### src/sv/dcss_pkg.sv
// Shared types and constants for the divisor count and sum sieve.
// Holds table geometry, status codes, request/result payloads and the
// command/status bundles between controller and datapath. No dependencies.
package dcss_pkg;

  localparam int MAX_N    = 65536;
  localparam int ADDR_W   = $clog2(MAX_N + 1);
  localparam int LIMIT_W  = 17;
  localparam int COUNT_W  = 8;
  localparam int SUM_W    = 20;
  localparam int STATUS_W = 2;
  localparam int MAXW_A   = (ADDR_W > LIMIT_W) ? ADDR_W : LIMIT_W;
  localparam int ACC_W    = ((MAXW_A > SUM_W) ? MAXW_A : SUM_W) + 1;
  localparam int PADDR_W  = 2;
  localparam int PDATA_W  = 32;

  localparam logic [COUNT_W-1:0]  COUNT_MAX   = '1;
  localparam logic [SUM_W-1:0]    SUM_MAX     = '1;
  localparam logic [LIMIT_W-1:0]  LIMIT_RESET = LIMIT_W'(65536);
  localparam logic [PADDR_W-1:0]  REG_LIMIT   = '0;

  localparam logic [STATUS_W-1:0] ST_OK    = 2'd0;
  localparam logic [STATUS_W-1:0] ST_RANGE = 2'd1;
  localparam logic [STATUS_W-1:0] ST_BUILT = 2'd2;

  localparam logic FUNC_BUILD = 1'b0;
  localparam logic FUNC_QUERY = 1'b1;

  typedef struct packed {
    logic               func;
    logic [LIMIT_W-1:0] query_value;
  } request_t;

  typedef struct packed {
    logic [COUNT_W-1:0]  divisor_count;
    logic [SUM_W-1:0]    divisor_sum;
    logic [STATUS_W-1:0] status;
  } result_t;

  typedef struct packed {
    logic load_build;
    logic load_query;
    logic fill_wr;
    logic rmw_wr;
    logic finish_build;
    logic finish_query;
  } dp_cmd_t;

  typedef struct packed {
    logic top_zero;
    logic j_at_top;
    logic jn_over;
    logic i_next_over;
  } dp_stat_t;

endpackage

### src/sv/dcss_ctrl.sv
// Sequencer for the divisor sieve: steps builds and queries.
// Depends on dcss_pkg; drives dcss_datapath through dp_cmd_t.
module dcss_ctrl (
  input  logic               clk,
  input  logic               rst,
  input  logic               start,
  input  logic               func,
  input  dcss_pkg::dp_stat_t stat,
  output dcss_pkg::dp_cmd_t  cmd,
  output logic               busy
);
  import dcss_pkg::*;

  typedef enum logic [6:0] {
    S_IDLE  = 7'b0000001,
    S_FILL  = 7'b0000010,
    S_RD    = 7'b0000100,
    S_WR    = 7'b0001000,
    S_BDONE = 7'b0010000,
    S_QRD   = 7'b0100000,
    S_SPARE = 7'b1000000
  } state_t;

  state_t state, state_next;

  always_ff @(posedge clk) begin
    if (rst) begin
      state <= S_IDLE;
    end else begin
      state <= state_next;
    end
  end

  always_comb begin
    state_next = state;
    cmd        = '0;
    unique case (state)
      S_IDLE: begin
        if (start) begin
          if (func == FUNC_BUILD) begin
            cmd.load_build = 1'b1;
            state_next     = stat.top_zero ? S_BDONE : S_FILL;
          end else begin
            cmd.load_query = 1'b1;
            state_next     = S_QRD;
          end
        end
      end
      S_FILL: begin
        cmd.fill_wr = 1'b1;
        if (stat.j_at_top) begin
          state_next = stat.i_next_over ? S_BDONE : S_RD;
        end
      end
      S_RD: begin
        state_next = S_WR;
      end
      S_WR: begin
        cmd.rmw_wr = 1'b1;
        state_next = (stat.jn_over && stat.i_next_over) ? S_BDONE : S_RD;
      end
      S_BDONE: begin
        cmd.finish_build = 1'b1;
        state_next       = S_IDLE;
      end
      S_QRD: begin
        cmd.finish_query = 1'b1;
        state_next       = S_IDLE;
      end
      default: begin
        state_next = S_IDLE;
      end
    endcase
  end

  assign busy = (state != S_IDLE);

endmodule

### config.mk
export PLATFORM = sky130hd
export DESIGN_NAME = dcss_ctrl
export DESIGN_NICKNAME = d
export VERILOG_FILES = /design/src/sv/dcss_pkg.sv /design/src/sv/dcss_ctrl.sv
export SDC_FILE = /design/constraint.sdc
export NUM_CORES = 1
export LEC_CHECK = 0
export BUFFER_PORTS_ARGS = -buffer_cell sky130_fd_sc_hd__buf_2
export CAP_MARGIN = 0
export CORE_AREA = 2 2 39 41
export CTS_CLUSTER_DIAMETER = 150
export CTS_CLUSTER_SIZE = 25
export DETAILED_ROUTE_END_ITERATION = 10
export DIE_AREA = 0 0 41 43
export SLEW_MARGIN = 10
export SYNTH_ARGS = -nofsm -noshare
export SYNTH_HDL_FRONTEND = slang
export SYNTH_SLANG_ARGS = --single-unit
### constraint.sdc
create_clock -name clk -period 1.85 [get_ports clk]
set_clock_uncertainty 0.1 [all_clocks]
set_input_delay 0.37 -clock clk [delete_from_list [all_inputs] [get_ports clk]]
set_output_delay 0.37 -clock clk [all_outputs]
set_load 0.01 [all_outputs]
==> results of run 1 <==
## cell families (layout without fill, tap and decap cells)
kind of cell           count (synthesis)  in the layout  synth area share, %
AND/OR/NAND/NOR                       28             28                 49.5
AO/OA/AOI/OAI                          7              7                 13.3
flip-flops                             6              6                 32.8
buffers and inverters                  2             28                 2.05
XOR/XNOR                               1              1                 2.39
## layer usage
metal / wire length (µm) / vias to the layer above / track usage (%)
li1: - / 218 / -
met1: 454 / 196 / 18.8
met2: 464 / 11 / 22.8
met3: 33 / 5 / 1.57
met4: 30 / 0 / 10.0
met5: 0 / - / 0
## worst max-delay path by stage
stage,to,cells past startpoint,from,slack (ns)
floorplan,cmd[5],3,state[4]$_SDFFE_PP0P_,0.15
global placement,cmd[5],4,state[5]$_SDFFE_PP0P_,0.08
detailed placement,cmd[5],4,state[5]$_SDFFE_PP0P_,0.08
CTS,cmd[5],4,state[5]$_SDFFE_PP0P_,-0.20
global route,cmd[5],4,state[4]$_SDFFE_PP0P_,-0.24
finish,cmd[5],4,state[4]$_SDFFE_PP0P_,-0.18
## through the flow
stage,hold slack [ns],TNS [ns],setup WS (ns)
after floorplan,0.332,0,0.149
after CTS,0.201,-0.415,-0.199
after global routing,0.215,-0.515,-0.240
final,0.206,-0.307,-0.176
after detailed placement,0.463,0,0.0759
after global placement,0.466,0,0.0751
## area by class of cell
class                           instances  area [µm²]
Inverter                                2        7.51
Multi-Input combinational cell         36         285
Sequential cell                         6         123
Tap cell                               16        20.0
Timing Repair Buffer                   23         156
Fill cell                             132         769
Clock buffer                            3        22.5
## power breakdown
| part | total [mW] | switching (mW) | internal, mW |
|---|---|---|---|
| sequential | 0.146 | 0.00993 | 0.136 |
| combinational | 0.122 | 0.0535 | 0.0684 |
| clock | 0.124 | 0.0501 | 0.0736 |
| total | 0.392 | 0.114 | 0.278 |
## placed cells by master, fill, tap and decap left out, types with 2 or more instances in the layout
master,Yosys,final
sky130_fd_sc_hd__and2_4,0,2
sky130_fd_sc_hd__inv_1,2,2
sky130_fd_sc_hd__buf_4,0,9
sky130_fd_sc_hd__buf_2,0,11
sky130_fd_sc_hd__nor2_1,5,3
sky130_fd_sc_hd__a21oi_1,2,2
sky130_fd_sc_hd__dfxtp_1,6,4
sky130_fd_sc_hd__buf_6,0,3
sky130_fd_sc_hd__clkbuf_4,0,3
sky130_fd_sc_hd__dfxtp_2,0,2
sky130_fd_sc_hd__nor3b_1,3,3
sky130_fd_sc_hd__nand3b_1,2,2
sky130_fd_sc_hd__nand2_1,2,2
## what timing repair did
action | 4_1_cts | 5_1_grt
pin swaps | 3 | 8
gates resized for setup | 7 | 8
endpoints found under the setup margin | 5 | 7
buffers inserted | 2 | 1
==> reports/results.md, run 1 <==
| Quantity | Reported |
| --- | --- |
| Number of hold-slack violations in the final timing report | 0 |
| Worst endpoint data arrival time | 1.56 ns |
| Wire length per cell | 11.4 µm |
| Post-synthesis instance area | 367 µm² |
| Setup slack after layout | -0.176 ns |
| Reg2Reg Launch Point | state[4]$_SDFFE_PP0P_ |
| Overall via count from detail_route | 430 |
| Number of unique standard cell types used by synthesis | 26 |
| Non-Filler Instances | 86 |
| Number of clock buffers inserted by TritonCTS | 3 |
| H-tree depth | 1 |
| Warning count from the yosys run | 0 |
| Core Footprint | 0.00138 mm² |
| Top cell type's share of synthesized area | 32.8% |
| Dominant delay contributor by cell family on the critical path | simple AND/OR/NAND/NOR gates |
| Number of enable-type register cells in the synthesized netlist | 0 |
| First-pass GRT wire length | 1.79 mm |
| Share of synthesized flip-flops with an asynchronous set or reset | 0% |
| Final clock period utilization by the worst path | 109% |
| Average instance area after synthesis | 8.33 µm² |
| Largest net degree at the start of global routing | 8 |
| Total power | 0.392 mW |
| Post-layout utilization of the core | 44.4% |
| Peak fanout along the critical path | 2 |
| Slowest stage cell on the critical path | sky130_fd_sc_hd__or4_4 |
| Gate count after technology mapping | 44 |
| Endpoint of the worst hold-timing path | state[1]$_SDFFE_PP0P_ |
| Die area | 0.00176 mm² |
| Chip Height | 43 µm |
| Syn_nets | 52 |
| Number of global-route vias before repair | 446 |
| Number of flip-flops in the largest register | 6 |
| Violated checks | setup timing |
| Final Wtd Congestion | 0.764 |
| Vias per cell | 5.00 |
| Overall overflow remaining after global route | 0 |
| Flop and latch count out of synthesis | 6 |
| Post-route design area | 614 µm² |
| Bufs on Longest Clock Path | 2 |
| Total length of routed wires | 982 µm |
| Dpl cell area | 502 µm² |
| Number of antenna violations at the first check in global routing | 0 |
| Effective utilization at floorplan | 26.5% |
| Worst-Skew Late Latency | 0.25 ns |
| Peak VDD IR | 280 µV |
| Leading registers by flop count | state x6 |
| Crit path time final | 2.03 ns |
| Number of placement rows | 14 |
| Reg-to-reg critical path endpoint | state[1]$_SDFFE_PP0P_ |
| R2R cell count | 6 |
| Maximum frequency from static timing analysis | 0.494 GHz |
| Category of the worst setup path launch point | flip-flop |
| Largest reg by FF count | state |
| Worst setup slack for register-to-register paths | 0.17 ns |
| Max-capacitance violation count | 0 |
| Hold Buf Count CTS | 0 |
| Number of cells after detailed placement | 80 |
| Max-slew violation total from the final report | 0 |
| Cell accounting for the most synthesized area | sky130_fd_sc_hd__dfxtp_1 |
| Fraction of layout instances using a drive strength above 1 | 54.3% |
| Leading post-synthesis cells by instance count | sky130_fd_sc_hd__dfxtp_1, sky130_fd_sc_hd__nor2_1, sky130_fd_sc_hd__nor3b_1 |
| CP Class | flip-flop to primary output |
| Antenna diodes | 0 |
| Outcome | finished with violations |
| Min-Delay Path Depth | 2 |
| Crit path largest cell delay | 0.57 ns |
| Root cell of the clock tree | sky130_fd_sc_hd__clkbuf_4 |
| IO Count | 15 |
| RSZ-0062 raised after global routing | yes |
| Net count of the finished layout | 80 |
| Worst slew slack as a fraction of its limit | 76.1% |
| Power per unit of standard cell area | 638 mW/mm² |
| Hold Crit Class | primary input to flip-flop |
| Flip-flop cell with the highest count after synthesis | sky130_fd_sc_hd__dfxtp_1 |
| Pre-antenna DRT Iters | 4 |
| Leading cell types by total area after synthesis | sky130_fd_sc_hd__dfxtp_1, sky130_fd_sc_hd__nor3b_1, sky130_fd_sc_hd__nor2_1, sky130_fd_sc_hd__nor4b_1, sky130_fd_sc_hd__nand3b_1 |
| Leakage | 0.284 nW |
| Sink count of the clock tree | 6 |
| Number of routed nets with antenna violations | 0 |
| Final setup violation count | 3 |
| Measured slew at the worst slew-check pin | 0.353 ns |
| Input/output buffers | 14 |
| Combined global-route utilization of all metal layers | 15.0% |
| Critical-path cell list | or4_4 -> nor3_4 -> and2_4 -> buf_6 |
| DR iter-0 viols | 8 |
| Buffering stage count on the worst path with inverters included | 1 |
| Start point of the worst min-delay path | rst |
| TritonCTS clock tree | yes |
| Chip width | 41 µm |
| Final routed DRC violation total | 0 |
| Share of synthesized area occupied by flip-flops and latches | 32.8% |
| Top-count cell post-synth | sky130_fd_sc_hd__dfxtp_1 |
| Critical Path RT | 1.38 ns |
| Area overhead of the layout relative to synthesis | 67.6% |
| Sort of element at the end of the critical path | primary output |
| Sum of net half-perimeters after detailed placement | 751 µm |
| CTS clock-pin slew for the worst setup and hold paths | 0.05 ns |
Note: power is estimated with default switching activity, not from simulation.
==> run 2: changes to the inputs <==
- ABC_AREA: unset -> 1
- CAP_MARGIN: 0 -> unset
==> run 2 against run 1 <==
  * Synthesized cell count rose by 36%
  * Highest routed layer is now met3
  * Largest cell class unchanged
  * First-iteration DRC count did not move
  * Global-route usage fell by 4.1 points
  * Worst setup slack improved by 0.29 ns
  * The flow now finishes without violations
  * Wire length fell by 15%
  * Largest power group unchanged
  * Fmax rose by 17%
  * Hold slack improved by 0.059 ns
==> reports/results.md, run 2 <==
| Quantity | Reported |
| --- | --- |
| Outcome | finished clean |
| Peak VDD IR | 217 µV |
| Flip-flop cell with the highest count after synthesis | sky130_fd_sc_hd__dfxtp_1 |
| Top cell type's share of synthesized area | 29.4% |
| Sum of net half-perimeters after detailed placement | 690 µm |
| Chip Height | 43 µm |
| Net count of the finished layout | 87 |
| Net switching component of the power | 0.108 mW |
| Peak fanout along the critical path | 10 |
| Leading post-synthesis cells by instance count | sky130_fd_sc_hd__inv_1, sky130_fd_sc_hd__nor2_1, sky130_fd_sc_hd__nand2_1, sky130_fd_sc_hd__dfxtp_1, sky130_fd_sc_hd__nand4_1 |
| Wire length per cell | 8.92 µm |
| Final setup violation count | 0 |
| Pre-antenna DRT Iters | 4 |
| Share of synthesized flip-flops with an asynchronous set or reset | 0% |
| CP Class | flip-flop to primary output |
| IO Count | 15 |
| R2R cell count | 6 |
| Number of routed nets with antenna violations | 0 |
| Leakage | 0.274 nW |
| Final clock period utilization by the worst path | 93.6% |
| Worst endpoint data arrival time | 1.26 ns |
| Min-Delay Path Depth | 2 |
| Warning count from the yosys run | 0 |
| Crit path largest cell delay | 0.34 ns |
| Worst setup slack for register-to-register paths | 0.59 ns |
| Buffering stage count on the worst path with inverters included | 1 |
| Number of global-route vias before repair | 360 |
| Most frequent cells in the layout | sky130_fd_sc_hd__buf_2, sky130_fd_sc_hd__inv_1, sky130_fd_sc_hd__nor2_1 |
| Number of antenna violations at the first check in global routing | 0 |
| Measured slew at the worst slew-check pin | 0.278 ns |
| First-pass GRT wire length | 1.34 mm |
| Hold Crit Class | primary input to flip-flop |
| Input/output buffers | 14 |
| Number of clock buffers inserted by TritonCTS | 3 |
| Post-synthesis instance area | 408 µm² |
| Critical-path cell list | nor2_4 -> nand3_4 -> nor3_1 -> buf_2 |
| Post-CTS setup-driven buffer insertion count | 0 |
| Antenna diodes | 0 |
| Reg2Reg Launch Point | state[4]$_SDFFE_PP0P_ |
| Maximum frequency from static timing analysis | 0.577 GHz |
| Total length of routed wires | 830 µm |
| Syn_nets | 68 |
| Die area | 0.00176 mm² |
| Internal cell power | 0.247 mW |
| Chip width | 41 µm |
| Leading cell types by total area after synthesis | sky130_fd_sc_hd__dfxtp_1, sky130_fd_sc_hd__inv_1, sky130_fd_sc_hd__nand4_1, sky130_fd_sc_hd__nor2_1, sky130_fd_sc_hd__nand2_1 |
| Final TNS setup | 0 ns |
| Dominant delay contributor by cell family on the critical path | simple AND/OR/NAND/NOR gates |
| Core Footprint | 0.00138 mm² |
| Root cell of the clock tree | sky130_fd_sc_hd__clkbuf_4 |
| Category of the worst setup path launch point | flip-flop |
| Bufs on Longest Clock Path | 2 |
| Number of unique standard cell types used by synthesis | 18 |
| Share of synthesized area occupied by flip-flops and latches | 29.4% |
| Leading registers by flop count | state x6 |
| Comb pwr share | 27.1% |
| Count of filler cells inserted in the layout | 147 |
| Vias per cell | 4.57 |
| Cell accounting for the most synthesized area | sky130_fd_sc_hd__dfxtp_1 |
| Flop and latch count out of synthesis | 6 |
| Start point of the worst min-delay path | rst |
| Sequential power share | 40.3% |
| Sink count of the clock tree | 6 |
| TritonCTS clock tree | yes |
| Most common cell after layout, fill and taps aside | sky130_fd_sc_hd__buf_2 |
| Slowest stage cell on the critical path | sky130_fd_sc_hd__dfxtp_1 |
| Worst slew slack as a fraction of its limit | 81.4% |
| CTS clock-pin slew for the worst setup and hold paths | 0.04 ns |
| Number of hold-slack violations in the final timing report | 0 |
| Sort of element at the end of the critical path | primary output |
| Footprint of the multi-input gates | 243 µm² |
| H-tree depth | 1 |
| Reg-to-reg critical path endpoint | state[4]$_SDFFE_PP0P_ |
| Clock network fraction of design power | 32.6% |
| Cells resized by post-CTS repair | 0 |
| Crit path time final | 1.73 ns |
| Proportion of total power due to net switching | 30.4% |
| Number of flip-flops in the largest register | 6 |
| Power per unit of standard cell area | 683 mW/mm² |
| Max-capacitance violation count | 0 |
| Overall via count from detail_route | 425 |
| Final routed DRC violation total | 0 |
| Gate count after technology mapping | 60 |
| Top-count cell post-synth | sky130_fd_sc_hd__inv_1 |
| Overall overflow remaining after global route | 0 |
| Worst hold slack after final layout | 0.265 ns |
| Average instance area after synthesis | 6.80 µm² |
| Fraction of layout instances using a drive strength above 1 | 33.8% |
| RSZ-0062 raised after global routing | no |
| Combined global-route utilization of all metal layers | 10.9% |
| Max-slew violation total from the final report | 0 |
| Number of enable-type register cells in the synthesized netlist | 0 |
| Largest reg by FF count | state |
| Post-layout utilization of the core | 37.6% |
| Worst-Skew Late Latency | 0.24 ns |
| Effective utilization at floorplan | 29.5% |
| Sequential cell area | 120 µm² |
| Critical Path RT | 1.38 ns |
| Number of placement rows | 14 |
| Hold Buf Count CTS | 0 |
| Largest net degree at the start of global routing | 11 |
| Area overhead of the layout relative to synthesis | 27.6% |
| Final Wtd Congestion | 0.799 |
| DR iter-0 viols | 8 |
| Endpoint of the worst hold-timing path | state[3]$_SDFFE_PP0P_ |
## run 2: kinds of logic (layout without fill, tap and decap cells)
group | Yosys count | after routing | share of synthesized area [%]
flip-flops | 6 | 6 | 29.4
AND/OR/NAND/NOR | 39 | 39 | 54.3
AO/OA/AOI/OAI | 3 | 3 | 5.21
buffers and inverters | 12 | 29 | 11.0
## run 2: worst max path at each step
stage / startpoint / to / slack [ns] / cells past startpoint
detailed placement: state[4]$_SDFFE_PP0P_ / cmd[5] / 0.39 / 4
global route: state[4]$_SDFFE_PP0P_ / cmd[5] / 0.04 / 4
floorplan: state[4]$_SDFFE_PP0P_ / cmd[4] / 0.42 / 3
global placement: state[4]$_SDFFE_PP0P_ / cmd[4] / 0.40 / 4
CTS: state[4]$_SDFFE_PP0P_ / cmd[5] / 0.12 / 4
finish: state[4]$_SDFFE_PP0P_ / cmd[5] / 0.12 / 4
## run 2: metal layers
layer	share of wire (%)	vias to the layer above	track usage (%)	wire (µm)
li1	-	232	-	-
met1	48	184	15.6	395
met2	49	9	15.0	405
met3	3.4	0	1.57	28
met4	0	0	6.00	0
met5	0	-	0	0
## run 2: layout make-up
cell class / count / area share [%]
Inverter: 12 / 8.65
Clock buffer: 3 / 4.33
Timing Repair Buffer: 14 / 13.5
Tap cell: 16 / 3.85
Multi-Input combinational cell: 42 / 46.6
Sequential cell: 6 / 23.1
## run 2: power by group through the flow
stage / Combinational [mW] / Clock [mW] / Sequential, mW
2_1_floorplan: 0.0671 / 0 / 0.144
3_3_place_gp: 0.0958 / 0 / 0.145
6_report: 0.0962 / 0.116 / 0.143
4_1_cts: 0.0962 / 0.121 / 0.143
5_1_grt: 0.108 / 0.129 / 0.144
3_5_place_dp: 0.0959 / 0 / 0.146
## run 2: through the flow
step	std cells	worst slack, ns	power, mW	instance area (µm²)
finish	93	0.118	0.356	520
global route	93	0.0363	0.381	520
CTS	93	0.124	0.361	520
detailed placement	90	0.386	0.242	498
global placement	90	0.401	0.241	498
floorplan	60	0.424	0.212	408
